===== src/sv/prqf_pkg.sv =====
// ----------------------------------------------------------------------------
// prqf_pkg
// Shared types and constants of the paired read quality filter.
// ----------------------------------------------------------------------------
package prqf_pkg;

  localparam int CHAR_W   = 8;
  localparam int QUAL_W   = 7;
  localparam int THR_W    = 16;
  localparam int FRAC_W   = 16;
  localparam int PAIR_W   = 48;
  localparam int CFG_IDX_W = 3;

  localparam logic [PAIR_W-1:0] PAIR_MAX = {PAIR_W{1'b1}};

  localparam logic [CFG_IDX_W-1:0] REG_QUALITY_OFFSET     = 3'd0;
  localparam logic [CFG_IDX_W-1:0] REG_LOW_QUALITY_LIMIT  = 3'd1;
  localparam logic [CFG_IDX_W-1:0] REG_THRESHOLD_IS_COUNT = 3'd2;
  localparam logic [CFG_IDX_W-1:0] REG_COUNT_THRESHOLD    = 3'd3;
  localparam logic [CFG_IDX_W-1:0] REG_FRACTION_Q16       = 3'd4;
  localparam logic [CFG_IDX_W-1:0] REG_PAIR_LIMIT         = 3'd5;

  typedef struct packed {
    logic [QUAL_W-1:0] quality_offset;
    logic [QUAL_W-1:0] low_quality_limit;
    logic              threshold_is_count;
    logic [THR_W-1:0]  count_threshold;
    logic [FRAC_W-1:0] fraction_q16;
    logic [PAIR_W-1:0] pair_limit;
  } cfg_t;

  typedef struct packed {
    logic              mate;
    logic [PAIR_W-1:0] pair_total;
    logic              limit_reached;
  } pair_info_t;

endpackage


===== src/sv/prqf_item_if.sv =====
// ----------------------------------------------------------------------------
// prqf_item_if
// Request channel carrying one quality character with its mate and end mark.
// ----------------------------------------------------------------------------
interface prqf_item_if;
  logic                          valid;
  logic                          ready;
  logic [prqf_pkg::CHAR_W-1:0]   quality_char;
  logic                          mate;
  logic                          read_end;

  modport source (output valid, output quality_char, output mate, output read_end,
                  input ready);
  modport sink   (input valid, input quality_char, input mate, input read_end,
                  output ready);
endinterface


===== src/sv/prqf_result_if.sv =====
// ----------------------------------------------------------------------------
// prqf_result_if
// Result channel carrying the pair verdict and running totals.
// ----------------------------------------------------------------------------
interface prqf_result_if;
  logic                          valid;
  logic                          ready;
  logic                          pair_is_low;
  logic [prqf_pkg::PAIR_W-1:0]   low_pair_total;
  logic [prqf_pkg::PAIR_W-1:0]   pair_total;
  logic                          limit_reached;

  modport source (output valid, output pair_is_low, output low_pair_total,
                  output pair_total, output limit_reached, input ready);
  modport sink   (input valid, input pair_is_low, input low_pair_total,
                  input pair_total, input limit_reached, output ready);
endinterface


===== src/sv/prqf_cfg_if.sv =====
// ----------------------------------------------------------------------------
// prqf_cfg_if
// Configuration write channel: register index and write data.
// ----------------------------------------------------------------------------
interface prqf_cfg_if;
  logic                            valid;
  logic                            ready;
  logic [prqf_pkg::CFG_IDX_W-1:0]  index;
  logic [prqf_pkg::PAIR_W-1:0]     data;

  modport source (output valid, output index, output data, input ready);
  modport sink   (input valid, input index, input data, output ready);
endinterface


===== src/sv/prqf_cfg_regs.sv =====
// ----------------------------------------------------------------------------
// prqf_cfg_regs
// Configuration register bank, written one register per request.
// ----------------------------------------------------------------------------
module prqf_cfg_regs (
  input  logic               clk,
  input  logic               rst,
  prqf_cfg_if.sink           cfg,
  output prqf_pkg::cfg_t     regs
);

  assign cfg.ready = 1'b1;

  always_ff @(posedge clk) begin
    if (rst) begin
      regs.quality_offset     <= 7'd33;
      regs.low_quality_limit  <= 7'd5;
      regs.threshold_is_count <= 1'b0;
      regs.count_threshold    <= 16'd1;
      regs.fraction_q16       <= 16'd32768;
      regs.pair_limit         <= 48'd1000000;
    end else if (cfg.valid) begin
      unique case (cfg.index)
        prqf_pkg::REG_QUALITY_OFFSET:
          regs.quality_offset <= cfg.data[prqf_pkg::QUAL_W-1:0];
        prqf_pkg::REG_LOW_QUALITY_LIMIT:
          regs.low_quality_limit <= cfg.data[prqf_pkg::QUAL_W-1:0];
        prqf_pkg::REG_THRESHOLD_IS_COUNT:
          regs.threshold_is_count <= cfg.data[0];
        prqf_pkg::REG_COUNT_THRESHOLD:
          regs.count_threshold <= cfg.data[prqf_pkg::THR_W-1:0];
        prqf_pkg::REG_FRACTION_Q16:
          regs.fraction_q16 <= cfg.data[prqf_pkg::FRAC_W-1:0];
        prqf_pkg::REG_PAIR_LIMIT:
          regs.pair_limit <= cfg.data;
        default: ;
      endcase
    end
  end

endmodule


===== src/sv/prqf_read_count.sv =====
// ----------------------------------------------------------------------------
// prqf_read_count
// Input register, per-read base counters and pair count; hands finished
// reads on to the verdict stage.
// ----------------------------------------------------------------------------
module prqf_read_count #(
  parameter int READ_COUNT_BITS = 16
) (
  input  logic                        clk,
  input  logic                        rst,
  prqf_item_if.sink                   item,
  input  prqf_pkg::cfg_t              cfg,
  output logic                        hand_valid,
  input  logic                        hand_ready,
  output logic [READ_COUNT_BITS-1:0]  hand_bases,
  output logic [READ_COUNT_BITS-1:0]  hand_lows,
  output prqf_pkg::pair_info_t        hand_info
);

  localparam logic [READ_COUNT_BITS-1:0] CNT_MAX = {READ_COUNT_BITS{1'b1}};

  logic                              s1_valid;
  logic [prqf_pkg::CHAR_W-1:0]       s1_char;
  logic                              s1_mate;
  logic                              s1_end;
  logic [READ_COUNT_BITS-1:0]        base_counter;
  logic [READ_COUNT_BITS-1:0]        low_base_counter;
  logic [prqf_pkg::PAIR_W-1:0]       pairs_seen;

  logic [READ_COUNT_BITS-1:0]        base_counter_next;
  logic [READ_COUNT_BITS-1:0]        low_base_counter_next;
  logic [prqf_pkg::PAIR_W-1:0]       pairs_seen_next;
  logic [prqf_pkg::CHAR_W:0]         low_bound;
  logic                              base_low;
  logic                              ignore;
  logic                              s1_move;

  always_comb begin
    ignore    = pairs_seen >= cfg.pair_limit;
    low_bound = {2'b00, cfg.quality_offset} + {2'b00, cfg.low_quality_limit};
    base_low  = {1'b0, s1_char} <= low_bound;

    base_counter_next = (base_counter == CNT_MAX) ? base_counter
                                                  : base_counter + 1'b1;
    low_base_counter_next = low_base_counter;
    if (base_low && low_base_counter != CNT_MAX) begin
      low_base_counter_next = low_base_counter + 1'b1;
    end

    pairs_seen_next = pairs_seen;
    if (s1_end && s1_mate && pairs_seen != prqf_pkg::PAIR_MAX) begin
      pairs_seen_next = pairs_seen + 1'b1;
    end

    hand_valid               = s1_valid && !ignore && s1_end;
    hand_bases               = base_counter_next;
    hand_lows                = low_base_counter_next;
    hand_info.mate           = s1_mate;
    hand_info.pair_total     = pairs_seen_next;
    hand_info.limit_reached  = pairs_seen_next >= cfg.pair_limit;

    s1_move = s1_valid && (!hand_valid || hand_ready);
  end

  assign item.ready = !s1_valid || s1_move;

  always_ff @(posedge clk) begin
    if (rst) begin
      s1_valid         <= 1'b0;
      base_counter     <= '0;
      low_base_counter <= '0;
      pairs_seen       <= '0;
    end else begin
      if (item.ready) begin
        s1_valid <= item.valid;
      end
      if (s1_move && !ignore) begin
        if (s1_end) begin
          base_counter     <= '0;
          low_base_counter <= '0;
        end else begin
          base_counter     <= base_counter_next;
          low_base_counter <= low_base_counter_next;
        end
        pairs_seen <= pairs_seen_next;
      end
    end
  end

  always_ff @(posedge clk) begin
    if (item.ready && item.valid) begin
      s1_char <= item.quality_char;
      s1_mate <= item.mate;
      s1_end  <= item.read_end;
    end
  end

endmodule


===== src/sv/prqf_verdict.sv =====
// ----------------------------------------------------------------------------
// prqf_verdict
// Read verdict against the count or fraction threshold, pair verdict, low
// pair count and the result register.
// ----------------------------------------------------------------------------
module prqf_verdict #(
  parameter int READ_COUNT_BITS = 16
) (
  input  logic                        clk,
  input  logic                        rst,
  input  prqf_pkg::cfg_t              cfg,
  input  logic                        hand_valid,
  output logic                        hand_ready,
  input  logic [READ_COUNT_BITS-1:0]  hand_bases,
  input  logic [READ_COUNT_BITS-1:0]  hand_lows,
  input  prqf_pkg::pair_info_t        hand_info,
  prqf_result_if.source               result
);

  localparam int PROD_W = READ_COUNT_BITS + prqf_pkg::FRAC_W;
  localparam int CMP_W  = (READ_COUNT_BITS > prqf_pkg::THR_W) ? READ_COUNT_BITS
                                                              : prqf_pkg::THR_W;

  logic                              s2_valid;
  logic [READ_COUNT_BITS-1:0]        s2_bases;
  logic [READ_COUNT_BITS-1:0]        s2_lows;
  prqf_pkg::pair_info_t              s2_info;
  logic                              first_mate_low;
  logic [prqf_pkg::PAIR_W-1:0]       low_pairs_seen;
  logic                              out_valid;
  logic                              out_low;
  logic [prqf_pkg::PAIR_W-1:0]       out_low_total;
  logic [prqf_pkg::PAIR_W-1:0]       out_total;
  logic                              out_limit;

  logic [PROD_W-1:0]                 prod;
  logic                              read_low;
  logic                              pair_low;
  logic [prqf_pkg::PAIR_W-1:0]       low_pairs_seen_next;
  logic                              out_free;
  logic                              s2_move;

  always_comb begin
    prod = PROD_W'(s2_bases) * PROD_W'(cfg.fraction_q16);
    if (cfg.threshold_is_count) begin
      read_low = CMP_W'(s2_lows) > CMP_W'(cfg.count_threshold);
    end else begin
      read_low = s2_lows > prod[PROD_W-1:prqf_pkg::FRAC_W];
    end
    pair_low = read_low || first_mate_low;

    low_pairs_seen_next = low_pairs_seen;
    if (pair_low && low_pairs_seen != prqf_pkg::PAIR_MAX) begin
      low_pairs_seen_next = low_pairs_seen + 1'b1;
    end

    out_free   = !out_valid || result.ready;
    s2_move    = s2_valid && (!s2_info.mate || out_free);
    hand_ready = !s2_valid || s2_move;
  end

  assign result.valid          = out_valid;
  assign result.pair_is_low    = out_low;
  assign result.low_pair_total = out_low_total;
  assign result.pair_total     = out_total;
  assign result.limit_reached  = out_limit;

  always_ff @(posedge clk) begin
    if (rst) begin
      s2_valid       <= 1'b0;
      out_valid      <= 1'b0;
      first_mate_low <= 1'b0;
      low_pairs_seen <= '0;
    end else begin
      if (hand_ready) begin
        s2_valid <= hand_valid;
      end
      if (out_free) begin
        out_valid <= s2_move && s2_info.mate;
      end
      if (s2_move) begin
        if (s2_info.mate) begin
          first_mate_low <= 1'b0;
          low_pairs_seen <= low_pairs_seen_next;
        end else begin
          first_mate_low <= read_low;
        end
      end
    end
  end

  always_ff @(posedge clk) begin
    if (hand_ready && hand_valid) begin
      s2_bases <= hand_bases;
      s2_lows  <= hand_lows;
      s2_info  <= hand_info;
    end
    if (s2_move && s2_info.mate) begin
      out_low       <= pair_low;
      out_low_total <= low_pairs_seen_next;
      out_total     <= s2_info.pair_total;
      out_limit     <= s2_info.limit_reached;
    end
  end

endmodule


===== src/sv/paired_read_quality_filter.sv =====
// ----------------------------------------------------------------------------
// paired_read_quality_filter
// Counts low-quality bases per read of a pair and reports the pair verdict
// with running totals at the end of each second mate.
// ----------------------------------------------------------------------------
// One quality character is taken per cycle, with no gaps, for as long as the
// result side keeps up. A character passes an input register, where the base
// counters and the pair count advance; the last character of a read goes on
// to a verdict register, where the read threshold (one READ_COUNT_BITS by 16
// multiply and compare) and the low pair count are worked out, and the end of
// a second mate then to the result register. Only the end of a second mate
// needs a result slot, so a stalled result side holds the pipeline only when
// such a read reaches it. No clearing pass follows reset. Once the pair total
// has reached pair_limit, characters are taken and dropped without effect.
// ----------------------------------------------------------------------------
module paired_read_quality_filter #(
  parameter int READ_COUNT_BITS = 16
) (
  input  logic            clk,
  input  logic            rst,
  prqf_cfg_if.sink        cfg,
  prqf_item_if.sink       item,
  prqf_result_if.source   result
);

  prqf_pkg::cfg_t                regs;
  logic                          hand_valid;
  logic                          hand_ready;
  logic [READ_COUNT_BITS-1:0]    hand_bases;
  logic [READ_COUNT_BITS-1:0]    hand_lows;
  prqf_pkg::pair_info_t          hand_info;

  prqf_cfg_regs u_cfg_regs (
    .clk  (clk),
    .rst  (rst),
    .cfg  (cfg),
    .regs (regs)
  );

  prqf_read_count #(
    .READ_COUNT_BITS (READ_COUNT_BITS)
  ) u_read_count (
    .clk        (clk),
    .rst        (rst),
    .item       (item),
    .cfg        (regs),
    .hand_valid (hand_valid),
    .hand_ready (hand_ready),
    .hand_bases (hand_bases),
    .hand_lows  (hand_lows),
    .hand_info  (hand_info)
  );

  prqf_verdict #(
    .READ_COUNT_BITS (READ_COUNT_BITS)
  ) u_verdict (
    .clk        (clk),
    .rst        (rst),
    .cfg        (regs),
    .hand_valid (hand_valid),
    .hand_ready (hand_ready),
    .hand_bases (hand_bases),
    .hand_lows  (hand_lows),
    .hand_info  (hand_info),
    .result     (result)
  );

  a_result_total_nonzero: assert property (@(posedge clk) disable iff (rst)
    result.valid |-> result.pair_total != '0)
    else $error("result with zero pair total");

  a_low_within_total: assert property (@(posedge clk) disable iff (rst)
    result.valid |-> result.low_pair_total <= result.pair_total)
    else $error("low pair total exceeds pair total");

  a_read_never_empty: assert property (@(posedge clk) disable iff (rst)
    hand_valid |-> hand_bases != '0 && hand_lows <= hand_bases)
    else $error("finished read with inconsistent counts");

  a_handoff_holds: assert property (@(posedge clk) disable iff (rst)
    hand_valid && !hand_ready |=> hand_valid && $stable(hand_bases)
      && $stable(hand_lows))
    else $error("stalled read handoff changed");

endmodule


===== src/flat_wrapper.sv =====
// flat-port wrapper written by rule: the top's interface ports become plain ports
module paired_read_quality_filter_flat 
#(
  parameter int READ_COUNT_BITS = 16
)
  (clk, rst, cfg_valid, cfg_index, cfg_data, cfg_ready, item_valid, item_quality_char, item_mate, item_read_end, item_ready, result_valid, result_pair_is_low, result_low_pair_total, result_pair_total, result_limit_reached, result_ready);
  prqf_cfg_if cfg_i ();
  prqf_item_if item_i ();
  prqf_result_if result_i ();
  input  logic clk;
  input  logic rst;
  input wire logic [$bits(cfg_i.valid)-1:0] cfg_valid;
  input wire logic [$bits(cfg_i.index)-1:0] cfg_index;
  input wire logic [$bits(cfg_i.data)-1:0] cfg_data;
  output wire logic [$bits(cfg_i.ready)-1:0] cfg_ready;
  input wire logic [$bits(item_i.valid)-1:0] item_valid;
  input wire logic [$bits(item_i.quality_char)-1:0] item_quality_char;
  input wire logic [$bits(item_i.mate)-1:0] item_mate;
  input wire logic [$bits(item_i.read_end)-1:0] item_read_end;
  output wire logic [$bits(item_i.ready)-1:0] item_ready;
  output wire logic [$bits(result_i.valid)-1:0] result_valid;
  output wire logic [$bits(result_i.pair_is_low)-1:0] result_pair_is_low;
  output wire logic [$bits(result_i.low_pair_total)-1:0] result_low_pair_total;
  output wire logic [$bits(result_i.pair_total)-1:0] result_pair_total;
  output wire logic [$bits(result_i.limit_reached)-1:0] result_limit_reached;
  input wire logic [$bits(result_i.ready)-1:0] result_ready;
  assign cfg_i.valid = cfg_valid;
  assign cfg_i.index = cfg_index;
  assign cfg_i.data = cfg_data;
  assign cfg_ready = cfg_i.ready;
  assign item_i.valid = item_valid;
  assign item_i.quality_char = item_quality_char;
  assign item_i.mate = item_mate;
  assign item_i.read_end = item_read_end;
  assign item_ready = item_i.ready;
  assign result_valid = result_i.valid;
  assign result_pair_is_low = result_i.pair_is_low;
  assign result_low_pair_total = result_i.low_pair_total;
  assign result_pair_total = result_i.pair_total;
  assign result_limit_reached = result_i.limit_reached;
  assign result_i.ready = result_ready;
  paired_read_quality_filter #(.READ_COUNT_BITS(READ_COUNT_BITS)) u_core (.clk(clk), .rst(rst), .cfg(cfg_i), .item(item_i), .result(result_i));
endmodule

===== config.mk =====
export PLATFORM = sky130hd
export DESIGN_NAME = paired_read_quality_filter_flat
export DESIGN_NICKNAME = d
export VERILOG_FILES = /design/src/sv/prqf_pkg.sv /design/src/sv/prqf_item_if.sv /design/src/sv/prqf_result_if.sv /design/src/sv/prqf_cfg_if.sv /design/src/sv/prqf_cfg_regs.sv /design/src/sv/prqf_read_count.sv /design/src/sv/prqf_verdict.sv /design/src/sv/paired_read_quality_filter.sv /design/src/flat_wrapper.sv
export SDC_FILE = /design/constraint.sdc
export NUM_CORES = 1
export LEC_CHECK = 0
export ABC_AREA = 1
export BUFFER_PORTS_ARGS = -buffer_cell sky130_fd_sc_hd__buf_2
export CAP_MARGIN = 10
export CORE_AREA = 3 3 257 259
export DETAILED_ROUTE_END_ITERATION = 10
export DIE_AREA = 0 0 260 262
export PLACE_DENSITY = 0.67
export SYNTH_ARGS = -nofsm -noshare
export SYNTH_HDL_FRONTEND = slang
export SYNTH_SLANG_ARGS = --single-unit

===== constraint.sdc =====
create_clock -name clk -period 21.9 [get_ports clk]
set_input_delay 4.38 -clock clk [delete_from_list [all_inputs] [get_ports clk]]
set_output_delay 4.38 -clock clk [all_outputs]
set_load 0.02 [all_outputs]

==> results.toml <==
[run_status]
outcome = "finished clean"

[critical_path]
crit_start = "result_ready"
path_cells = "buf_2 > nor2_1 > nand3_2 > inv_1 > nand3_1 > buf_2"
arrival_ns = 6.25
cp_common_cell = "buf_2"
reg2reg_slack_ns = 12.83
worstPathRequired_ns = 17.52
crit_path_end_kind = "primary output"
worstPathMaxFanout = 46
reg2reg_to = "u_core.u_verdict.result.low_pair_total[35]"
max_stage_delay_ns = 0.84
crit_family = "simple AND/OR/NAND/NOR gates"
crit_slowest_cell = "nand3_2"
path_buf_inv = 3
r2r-start = "u_core.u_verdict.s2_bases[5]"
cp-start-kind = "primary input"
crit_type = "in -> out"
r2r_cells = 31

[clock_network]
cts_setup_buffers = 0
cts_resized = 0
cts_tree = "yes"
path_clk_slew_ns = 0.07
cts_max_path_buffers = 3
cts_made_buffers = 44
cts.sinks = 417
clock_latency_ns = 0.58
cts_hold_buffers = 0
htreeDepth = 2
root_buffer = "clkbuf_16"

[synth]
yosys_register_bits = 417
synth.area.top_cells = "edfxtp_1 (18%), dfxtp_1 (14%), nand2_1 (13%)"
synth-edff-count = 190
syn_avg_cell_area_um2 = 7.67
netlist_instances = 4141
synthMuxAreaShare_pct = 0
synth-seq-area-share_pct = 32.3
synth_top_family_by_area = "simple AND/OR/NAND/NOR gates"
yosys.area_share.simple_pct = 22.9
async_flop_share_pct = 0
ys_top_cells_by_count = "nand2_1 (1065), inv_1 (741), nor2_1 (375)"
synth_xor_area_share_pct = 3.33
syn_area_mm2 = 0.0318
syn_nets = 4649
yosys.area_share.adder_pct = 22.0
synth_compound_area_share_pct = 8.30
synth_top_cell_by_area = "edfxtp_1"
ys_types = 47
synth_warnings = 0
synth_top_area_share_pct = 18.0
synth_most_common_cell = "nand2_1"
synth_top_flop_cell = "dfxtp_1"

[min_path]
min_to = "u_core.u_verdict.result.pair_total[4]"
hp-class = "reg -> reg"
hold_depth = 0
min-delay-start = "u_core.u_verdict.s2_info[5]"

[sta]
slew_viol_final = 0
finalHoldViolCount = 0
whs_ns = 0.415
timing.setup.tns_ns = 0
fmax_mhz = 94.1
worstMarginPinSlew_ns = 1.12
rsz0062_at_grt = "no"
finalSetupViolCount = 0
fin_crit_sh_pct = 48.5
period_needed_ns = 10.63
finClkSkew_ns = 0.0226
maxSlewHeadroom_pct = 25.1

[routing]
drt_iter0_drc = 1981
via_per_inst = 5.19
ant_nets = 0
vias = 26400
post-route-drc-count = 0
wl_per_cell_um = 16.3
drt_first_pass_iters = 8
wl_um = 83100

[floorplanning]
ios = 167
start_util_pct = 49.6
die_x_um = 260
row_count = 93
die_area_mm2 = 0.0681
die_h_um = 262
core_area_mm2 = 0.0641

[grt]
grt_overflow = 0
grt_pass1_vias = 25500
track_usage_pct = 24.4
antenna_found_initial = 4
grt_pass1_wl_um = 134000
grt_max_degree = 89

[power]
power.switching_uw = 983
powerDensity_mw_per_mm2 = 75.5
cellLeakagePower_nw = 16.6
p_clk_share_pct = 28.2
p_comb_share_pct = 33.2
power_frac_seq_pct = 38.6
peakVddDrop_mv = 0.0686
internal-power_mw = 1.63
swShare_pct = 37.7

[placed_design]
hpwl_um = 62000
port_buffers = 165
place.gp.congestion = 0.958
dp_cells = 5009

[cells_and_area]
fillers = 6125
syn_to_final_growth_pct = 8.69
nNetsFinal = 4708
final_layout_size_suffix_gt1_share_pct = 6.75
layoutNonFillerInstCount = 5095

[flow_run]
drv_cap = 0
[worst reg2reg max path: cells and delay by family, from the launching register on]
| family | cells | cell delay (ns) |
|---|---|---|
| compound gates | 4 | 0.88 |
| xor+xnor | 1 | 0.17 |
| flops | 1 | 0.83 |
| simple gates | 12 | 2.24 |
| buf+inv | 6 | 0.79 |
| fa+ha+maj | 8 | 3.90 |
[through the flow]
step                worst slack [ns]  cell area [um^2]  power [mW]  utilization [%]
global placement               11.30             33100        1.87             51.7
floorplan                      12.44             31800        1.64                -
global route                   11.00             34500        2.80             53.9
detailed placement             11.32             33100        1.88             51.7
finish                         11.27             34500        2.61             53.9
CTS                            11.31             34500        2.63             53.9
[layout make-up]
type | count | area [um^2] | share of cell area, %
multi-input cells | 2804 | 18000 | 52.1
flip-flops and latches | 417 | 10200 | 29.7
inverters | 746 | 2810 | 8.13
clock buffers | 55 | 1190 | 3.46
well taps | 855 | 1070 | 3.10
repair buffers | 187 | 991 | 2.87
clock inverters | 27 | 214 | 0.619
diodes | 4 | 10.0 | 0.0290
[power by group through the flow]
stage	logic, mW	clock network (mW)	registers (mW)
after floorplan	0.659	0	0.983
after detailed placement	0.864	0	1.02
final	0.867	0.737	1.01
after global placement	0.849	0	1.02
after CTS	0.872	0.754	1.00
after global routing	1.00	0.782	1.02
[cells by family after synthesis]
group / after synthesis
simple gates: 1779
other cells: 1
compound gates: 461
fa+ha+maj: 442
xor+xnor: 121
buf+inv: 920
flops: 417
[per-layer routing]
layer	track usage [%]	vias to the layer above	part of all wire, %	routed length, um
met2	42.6	599	49	40800
met4	8.49	0	3.4	2820
met3	2.69	147	3.9	3240
met5	0	-	0	0
li1	-	13200	-	-
met1	31.6	12500	44	36200
[registers in the layout, indices dropped and copies added, names as in the netlist, 16 cells and up]
| name | flops |
|---|---|
| u_core.u_cfg_regs.regs | 95 |
| u_core.u_read_count.base_counter | 16 |
| u_core.u_read_count.low_base_counter | 16 |
| u_core.u_read_count.pairs_seen | 48 |
| u_core.u_verdict.low_pairs_seen | 48 |
| u_core.u_verdict.result.low_pair_total | 48 |
| u_core.u_verdict.result.pair_total | 48 |
| u_core.u_verdict.s2_bases | 16 |
| u_core.u_verdict.s2_info | 50 |
| u_core.u_verdict.s2_lows | 16 |
[layout by cell type, fill, tap and decap left out, types with 6 or more instances in the layout]
cell and n:
buf_4 22, dfxtp_1 227, xnor2_1 14, a21o_1 6, nand3_1 190, nor2_1 372, o21ai_0 122, edfxtp_1 190
inv_1 739, ha_1 248, nand4_1 75, nand2_1 1064, nor2_4 7, o211ai_1 10, nor3_1 44, o2111ai_1 44
a21oi_1 236, fa_1 194, buf_2 165, nor4_1 8, nand2_2 7, o21a_1 13, clkbuf_16 45, xor2_1 107
a31oi_1 6, clkinv_1 7, clkinv_2 6, clkbuf_1 7
[how the worst max path moves through the flow]
stage            endpoint  slack [ns]  cells after the start
2_1_floorplan  item_ready       12.44                      4
3_3_place_gp   item_ready       11.30                      6
3_5_place_dp   item_ready       11.32                      6
4_1_cts        item_ready       11.31                      6
5_1_grt        item_ready       11.00                      6
6_report       item_ready       11.27                      6
Note: power is estimated with default switching activity, not from simulation.
